--- src/sv/sgb_pkg.sv ---
// Shared types and constants for the scaled glyph blitter.
// Used by sgb_ctrl, sgb_dp and scaled_glyph_blitter_core; no dependencies.
`timescale 1ns / 1ps
`default_nettype none

package sgb_pkg;

    localparam int GLYPH_COLS_DEF = 5;
    localparam int GLYPH_ROWS_DEF = 12;
    localparam int CHAR_CODES_DEF = 256;
    localparam int MAX_SCALE_DEF  = 16;

    localparam int MAX_RESULTS = 60;
    localparam int CNT_W       = 6;
    localparam int BITMAP_W    = 5;

    localparam logic [11:0] FB_LIMIT     = 12'd2048;
    localparam logic [11:0] FB_WIDTH_RST = 12'd320;
    localparam logic [11:0] FB_HEIGHT_RST = 12'd240;

    localparam logic [7:0] CHAR_UPPER_A = 8'd65;
    localparam logic [7:0] CHAR_UPPER_Z = 8'd90;
    localparam logic [7:0] LOWER_OFS    = 8'd32;

    localparam logic [2:0] ADDR_FB_WIDTH  = 3'd0;
    localparam logic [2:0] ADDR_FB_HEIGHT = 3'd4;

    typedef struct packed {
        logic load_wr;
        logic take_draw;
        logic look_alt;
        logic set_rows;
        logic row_setup;
        logic row_mul;
        logic row_adv;
        logic col_adv;
        logic emit;
        logic flush;
    } t_cmd;

    typedef struct packed {
        logic scale_zero;
        logic code_oob;
        logic h_nonzero;
        logic is_upper;
        logic row_vis;
        logic cell_hit;
        logic last_col;
        logic last_row;
        logic out_free;
        logic p_valid;
    } t_stat;

endpackage

`default_nettype wire

--- src/sv/sgb_ctrl.sv ---
// Sequencer for the scaled glyph blitter: load writes, lookup, row and cell walk, flush.
// Depends on sgb_pkg for the command and status structs.
`timescale 1ns / 1ps
`default_nettype none

module sgb_ctrl (
    input  wire logic          i_clk,
    input  wire logic          i_rst_n,
    input  wire logic          i_in_valid,
    input  wire logic          i_action,
    input  wire sgb_pkg::t_stat i_stat,
    output sgb_pkg::t_cmd      o_cmd,
    output logic               o_in_stall
);

    typedef enum logic [6:0] {
        S_IDLE     = 7'b0000001,
        S_LOOK1    = 7'b0000010,
        S_LOOK2    = 7'b0000100,
        S_ROWSTART = 7'b0001000,
        S_ROWMUL   = 7'b0010000,
        S_CELL     = 7'b0100000,
        S_FLUSH    = 7'b1000000
    } t_state;

    t_state r_state, n_state;
    logic   accept;

    assign o_in_stall = (r_state != S_IDLE);
    assign accept     = i_in_valid && (r_state == S_IDLE);

    always_comb begin
        n_state = r_state;
        o_cmd   = '0;
        case (r_state)
            S_IDLE: begin
                if (accept) begin
                    if (!i_action) begin
                        o_cmd.load_wr = !i_stat.code_oob;
                    end else if (!(i_stat.scale_zero || i_stat.code_oob)) begin
                        o_cmd.take_draw = 1'b1;
                        n_state = S_LOOK1;
                    end
                end
            end
            S_LOOK1: begin
                if (i_stat.h_nonzero) begin
                    o_cmd.set_rows = 1'b1;
                    n_state = S_ROWSTART;
                end else if (i_stat.is_upper) begin
                    o_cmd.look_alt = 1'b1;
                    n_state = S_LOOK2;
                end else begin
                    n_state = S_IDLE;
                end
            end
            S_LOOK2: begin
                if (i_stat.h_nonzero) begin
                    o_cmd.set_rows = 1'b1;
                    n_state = S_ROWSTART;
                end else begin
                    n_state = S_IDLE;
                end
            end
            S_ROWSTART: begin
                o_cmd.row_setup = 1'b1;
                n_state = S_ROWMUL;
            end
            S_ROWMUL: begin
                o_cmd.row_mul = 1'b1;
                if (i_stat.row_vis) begin
                    n_state = S_CELL;
                end else begin
                    o_cmd.row_adv = 1'b1;
                    n_state = i_stat.last_row ? S_FLUSH : S_ROWSTART;
                end
            end
            S_CELL: begin
                if (!(i_stat.cell_hit && i_stat.p_valid && !i_stat.out_free)) begin
                    o_cmd.emit = i_stat.cell_hit;
                    if (i_stat.last_col) begin
                        o_cmd.row_adv = 1'b1;
                        n_state = i_stat.last_row ? S_FLUSH : S_ROWSTART;
                    end else begin
                        o_cmd.col_adv = 1'b1;
                    end
                end
            end
            S_FLUSH: begin
                if (!i_stat.p_valid) begin
                    n_state = S_IDLE;
                end else if (i_stat.out_free) begin
                    o_cmd.flush = 1'b1;
                    n_state = S_IDLE;
                end
            end
            default: begin
                n_state = S_IDLE;
            end
        endcase
    end

    always_ff @(posedge i_clk) begin
        if (!i_rst_n) begin
            r_state <= S_IDLE;
        end else begin
            r_state <= n_state;
        end
    end

    a_one_hot: assert property (@(posedge i_clk) disable iff (!i_rst_n)
        $onehot(r_state))
        else $error("state not one-hot");

    a_flush_idle: assert property (@(posedge i_clk) disable iff (!i_rst_n)
        o_cmd.flush |=> (r_state == S_IDLE))
        else $error("flush did not end the draw");

    a_no_overrun: assert property (@(posedge i_clk) disable iff (!i_rst_n)
        (o_cmd.emit && i_stat.p_valid) |-> i_stat.out_free)
        else $error("pending word pushed into a full output register");

endmodule

`default_nettype wire

--- config.mk ---
export PLATFORM = sky130hd
export DESIGN_NAME = sgb_ctrl
export DESIGN_NICKNAME = d
export VERILOG_FILES = /design/src/sv/sgb_pkg.sv /design/src/sv/sgb_ctrl.sv
export SDC_FILE = /design/constraint.sdc
export NUM_CORES = 1
export LEC_CHECK = 0
export BUFFER_PORTS_ARGS = -buffer_cell sky130_fd_sc_hd__buf_4
export CAP_MARGIN = 10
export CORE_MARGIN = 3
export CORE_UTILIZATION = 25
export CTS_CLUSTER_DIAMETER = 120
export CTS_CLUSTER_SIZE = 12
export DETAILED_ROUTE_END_ITERATION = 10
export HOLD_SLACK_MARGIN = 0.03
export PLACE_DENSITY = 0.52
export SLEW_MARGIN = 25
export SYNTH_ARGS = -nofsm -noshare
export SYNTH_HDL_FRONTEND = slang
export SYNTH_SLANG_ARGS = --single-unit
--- constraint.sdc ---
create_clock -name i_clk -period 1.8 [get_ports i_clk]
set_input_delay 0.09 -clock i_clk [delete_from_list [all_inputs] [get_ports i_clk]]
set_output_delay 0.09 -clock i_clk [all_outputs]
set_load 0.02 [all_outputs]
==> flow_metrics.tcl, run 1 <==
set metrics [dict create \
    status "finished clean" \
    skew_ns 0.005979 \
    critical_path_class "flop to output pin" \
    path_delay_family "simple AND/OR/NAND/NOR gates" \
    async_flop_share_pct 0 \
    placed_area_um2 787.0 \
    top_register "r_state" \
    synth_common_cells "7 x dfxtp_1, 7 x nand3_1, 6 x inv_1, 6 x nor2_1, 3 x nor3b_1" \
    start_util_pct 27.70 \
    path_buf_inv 1 \
    r2r_cells 4 \
    detailed_place_hpwl_um 1268 \
    syn_nets 79 \
    grt_pass1_vias 587 \
    drc 0 \
    holdPathStages 3 \
    yosysTopAreaCell "dfxtp_1" \
    synth_top_area_share_pct 24.78 \
    syn_area_um2 565.5 \
    power_uw 530.6 \
    hold_ws_ns 0.09579 \
    first_iter_violations 20 \
    seq_area_um2 141.4 \
    final_cells 123 \
    pwr_density_cell_mw_per_mm2 633.9 \
    r2r_start "r_state[3]" \
    clkTransAtPathRegs_ns 0.06 \
    vias_per_cell 5.171 \
    crit_path_end_kind "output pin" \
    max_cap_violations 0 \
    globalplace.congestion 0.8565 \
    multiInputGateArea_um2 410.4 \
    diodes 0 \
    vdd_ir_drop_max_mv 0.3305 \
    synthFlopType "dfxtp_1" \
    worstHoldPathType "primary input to flop" \
    coreArea_mm2 0.002042 \
    syn_inst 65 \
    dr.pass1.iters 5 \
    met1_usage_pct 16.75 \
    synth_area_leaders "dfxtp_1 25%, nand3_1 6.2%, inv_1 4.0%" \
    clock_path_buffers 2 \
    cp_max_fo 6 \
    period_share_pct 92.30 \
    n_fill_cell 231 \
    ys_types 35 \
    clkLatencyLatePin_ns 0.26 \
    slowest_stage "dfxtp_1" \
    cts_tree "yes" \
    finalSetupViolCount 0 \
    grt_pass1_wl_um 2580 \
    ys_seq_elements 7 \
    final_hold_viol_count 0 \
    reg_top3 "r_state: 7 flops" \
    finalInstanceArea_um2 837.1 \
    rows 16 \
    timing.slew.headroom_pct 74.27 \
    met3_usage_pct 4.709 \
    dieArea_mm2 0.002869 \
    grt_overflow 0 \
    grt_max_degree 8 \
    arrival_ns 1.57 \
    grt_use_met2_pct 17.35 \
    io-pin-count 25 \
    worst_pin_slew_ns 0.3825 \
    vias 636 \
    yosys_warnings 0 \
    wl_um 1552 \
    start_kind "flop" \
    postRouteAntennaNets 0 \
    antenna_found_initial 0 \
    critPathMaxStageDelay_ns 0.39 \
    fmax_ghz 0.6019 \
    dieWidth_um 53.56 \
    r2r-end "r_state[6]" \
    synth-seq-area-share_pct 24.78 \
    drive_gt1_share_pct 43.75 \
    cp.required_ns 1.71 \
    die_y_um 53.56 \
    numPortBuffers 24 \
    synth_edf_count 0 \
    ctsHtreeMaxLevel 1 \
    drv_slew 0 \
    avgSynthCellArea_um2 8.701 \
    rrSetupSlack_ns 0.39 \
    cts_sinks 7 \
    hp-start "i_rst_n" \
    cts-root-buf "clkbuf_4" \
    grt_usage_pct 12.36 \
    syn2layout_area_growth_pct 48.01 \
    cts_inserted_buffers 3 \
    path_cells "nor3_4 -> nand3_2 -> nor4b_2 -> buf_4" \
    min_to "r_state[5]" \
    dp_cells 117 \
    busiest_layer "met2" \
    nets 111 \
    largest_reg_flops 7 \
    wl_per_cell_um 12.62 \
    power.leakage_nw 0.3807 \
    period_minus_slack_ns 1.661 \
]
## cells in the final DEF, fill, tap and decap left out, types with 2 or more instances in the layout
cell type	Yosys	final
clkbuf_4	0	3
dfxtp_1	7	6
o21ai_0	2	2
nand3_1	7	7
nor3_1	2	2
nor2_1	6	6
inv_1	6	6
nand2b_1	2	2
and2b_1	2	2
o211ai_1	2	2
nor3b_1	3	3
buf_4	0	27
## through the flow
stage,util (%),setup WS (ns),setup TNS (ns)
final,40.99,0.1387,0
after CTS,39.83,0.08383,0
after global routing,40.99,-0.005362,-0.005362
after floorplan,-,0.2544,0
after detailed placement,38.54,0.3630,0
after global placement,38.54,0.3695,0
## report_power, final
group / total [mW] / switching, mW / internal [mW] / leakage, nW
Clock: 0.148 / 0.0633 / 0.0849 / 0.0150
Combinational: 0.196 / 0.100 / 0.0962 / 0.309
Sequential: 0.186 / 0.0205 / 0.166 / 0.0571
## kinds of logic (layout without fill, tap and decap cells)
| family | Yosys count | count (layout) | share of synthesized area (%) |
|---|---|---|---|
| DFF | 7 | 7 | 24.78 |
| xor gates and xnor gates | 1 | 1 | 1.549 |
| muxes | 1 | 1 | 1.770 |
| AOI/OAI and AO/OA | 13 | 13 | 21.68 |
| buffers and inverters | 6 | 37 | 3.982 |
| and+or+nand+nor | 37 | 37 | 46.24 |
## metal layers
layer | share of wire [%] | wire [um]
met2 | 46 | 708
met3 | 9.8 | 152
met1 | 43 | 672
met5 | 0 | 0
met4 | 1.2 | 18
## how the worst max path moves through the flow
| stage | to | depth (start not counted) | start |
|---|---|---|---|
| 2_1_floorplan | o_cmd[9] | 3 | r_state[2] |
| 3_3_place_gp | r_state[3] | 4 | r_state[4] |
| 3_5_place_dp | o_cmd[9] | 4 | r_state[2] |
| 4_1_cts | o_cmd[9] | 4 | r_state[2] |
| 5_1_grt | o_cmd[9] | 4 | r_state[3] |
| 6_report | o_cmd[9] | 4 | r_state[3] |
## tightest hold or removal path, cell delays in order
cell,delay (ns)
buf_4,0.11
nand3_1,0.07
a21oi_1,0.04
## final cells by class
type / instances / share of cell area, %
Timing Repair Buffer: 27 / 24.22
Inverter: 6 / 2.691
Tap cell: 27 / 4.036
Sequential cell: 7 / 16.89
Multi-Input combinational cell: 52 / 49.03
Clock buffer: 4 / 3.139
## what timing repair did
item | 4_1_cts | 5_1_grt
setup buffers | 0 | 2
hold buffers | 0 | 0
resized for setup | 0 | 3
setup endpoints to repair | 0 | 2
No activity file was read; power rests on OpenSTA's default activity.
==> inputs of run 2 (changes only) <==
--- a/config.mk
+++ b/config.mk
@@ -5,7 +5,7 @@
 export SDC_FILE = /design/constraint.sdc
 export NUM_CORES = 1
 export LEC_CHECK = 0
-export BUFFER_PORTS_ARGS = -buffer_cell sky130_fd_sc_hd__buf_4
+export BUFFER_PORTS_ARGS = -buffer_cell sky130_fd_sc_hd__buf_2
 export CAP_MARGIN = 10
 export CORE_MARGIN = 3
 export CORE_UTILIZATION = 25
==> flow_metrics.tcl, run 2 (synthesis gave the netlist of run 1 again) <==
set metrics [dict create \
    status "finished clean" \
    timing.slew.headroom_pct 71.57 \
    path_cells "nor2b_1 -> nand3_2 -> nor4b_2 -> buf_4" \
    grt_pass1_vias 512 \
    clkLatencyLatePin_ns 0.26 \
    fmax_ghz 0.5990 \
    drive_gt1_share_pct 41.05 \
    reg_top3 "r_state: 7 flops" \
    rows 16 \
    switching_share_pct 36.16 \
    cts_tree "yes" \
    detailed_place_hpwl_um 1210 \
    path_delay_family "simple AND/OR/NAND/NOR gates" \
    critPathMaxStageDelay_ns 0.45 \
    diodes 0 \
    preCtsSetupSlack_ns 0.3439 \
    numPortBuffers 24 \
    first_iter_violations 18 \
    grt_pass1_wl_um 2318 \
    dieWidth_um 53.56 \
    holdPathStages 3 \
    crit_path_end_kind "output pin" \
    finalSetupViolCount 0 \
    worst_pin_slew_ns 0.4226 \
    largest_reg_flops 7 \
    setup_slack_ns 0.1304 \
    cts-root-buf "clkbuf_4" \
    r2r_start "r_state[4]" \
    syn2layout_area_growth_pct 35.18 \
    slowest_stage "dfxtp_1" \
    final_common_cell "buf_2" \
    start_util_pct 27.70 \
    nets 110 \
    min_to "r_state[5]" \
    globalplace.congestion 0.8560 \
    clock_path_buffers 2 \
    r2r_cells 4 \
    max_cap_violations 0 \
    rsz0062_at_grt "false" \
    cts_hold_buf 0 \
    drc 0 \
    die_y_um 53.56 \
    pwr-share-seq_pct 37.3 \
    skew_ns 0.002051 \
    cp.required_ns 1.71 \
    arrival_ns 1.58 \
    grt_max_degree 8 \
    critical_path_class "flop to output pin" \
    path_buf_inv 1 \
    placed_area_um2 726.9 \
    top_register "r_state" \
    grt_overflow 0 \
    antenna_found_initial 0 \
    clock_power_share_pct 29.7 \
    ctsHtreeMaxLevel 1 \
    utilization_pct 37.44 \
    final.setup.tns_ns 0 \
    grt_usage_pct 11.17 \
    pwr_density_cell_mw_per_mm2 653.5 \
    finalInstanceArea_um2 764.5 \
    p_comb_share_pct 33.0 \
    intPower_uw 318.9 \
    dr.pass1.iters 4 \
    wl_um 1510 \
    power.leakage_nw 0.3613 \
    r2r-end "r_state[3]" \
    final_cell_mix "23 x buf_2, 7 x nand3_1, 6 x inv_1, 6 x nor2_1, 6 x dfxtp_1" \
    vias 618 \
    cts_sinks 7 \
    rrSetupSlack_ns 0.40 \
    vias_per_cell 5.066 \
    final_hold_viol_count 0 \
    coreArea_mm2 0.002042 \
    cts_inserted_buffers 3 \
    hp-start "i_rst_n" \
    cp_max_fo 5 \
    postRouteAntennaNets 0 \
    start_kind "flop" \
    period_minus_slack_ns 1.670 \
    dieArea_mm2 0.002869 \
    drv_slew 0 \
    p_sw_uw 180.6 \
    wl_per_cell_um 12.38 \
    clkTransAtPathRegs_ns 0.05 \
    io-pin-count 25 \
    worstHoldPathType "primary input to flop" \
    period_share_pct 92.75 \
    vdd_ir_drop_max_mv 0.2232 \
]
-- run 2: cell count changes in the layout (fill, tap and decap cells not counted), sizes merged --
cell / change
buf: -1
-- run 2: cell type report --
class,count,area [um2]
fillers,231,1277
repair buffers,26,137.6
multi-input cells,52,402.9
clock buffers,4,26.28
flip-flops and latches,7,141.4
inverters,6,22.52
well taps,27,33.78
-- run 2: repair_timing --
item / in CTS / in global routing
endpoints found under the setup margin: 0 / 1
buffers inserted: 0 / 1
resized for setup: 0 / 2
-- run 2: worst register-to-register path: stages, from the launching register on --
cell	delay, ns
dfxtp_1	0.45
and2b_1	0.28
o211ai_1	0.31
a2bb2oi_1	0.19
nor2_1	0.05
-- run 2: worst max path at each step --
| stage | from | to | slack (ns) | depth (start not counted) |
|---|---|---|---|---|
| detailed placement | r_state[2] | o_cmd[9] | 0.34 | 4 |
| global placement | r_state[4] | r_state[3] | 0.35 | 4 |
| finish | r_state[0] | o_cmd[9] | 0.13 | 4 |
| CTS | r_state[2] | o_cmd[9] | 0.06 | 4 |
| global route | r_state[3] | o_cmd[9] | 0.03 | 4 |
| floorplan | r_state[2] | o_cmd[9] | 0.25 | 3 |
-- run 2: metrics by stage --
step	instances	hold WS, ns	power [mW]
2_1_floorplan	65	0.2183	0.2915
3_3_place_gp	117	0.3638	0.3411
3_5_place_dp	117	0.3616	0.3426
4_1_cts	121	0.09176	0.4885
5_1_grt	122	0.1094	0.5274
6_report	122	0.09076	0.4996
-- run 2: layer usage --
metal / up-vias / part of all wire (%) / track usage (%)
met1: 290 / 51 / 16.50
met4: 0 / 1.5 / 7.660
li1: 304 / - / -
met3: 3 / 6.2 / 1.939
met5: - / 0 / 0
met2: 21 / 42 / 14.29
-- run 2: power by group through the flow --
stage / Combinational (mW) / Clock (mW) / Sequential (mW)
final: 0.165 / 0.148 / 0.187
after detailed placement: 0.154 / 0 / 0.188
after global routing: 0.180 / 0.160 / 0.188
after floorplan: 0.108 / 0 / 0.183
after CTS: 0.155 / 0.149 / 0.185
after global placement: 0.153 / 0 / 0.188
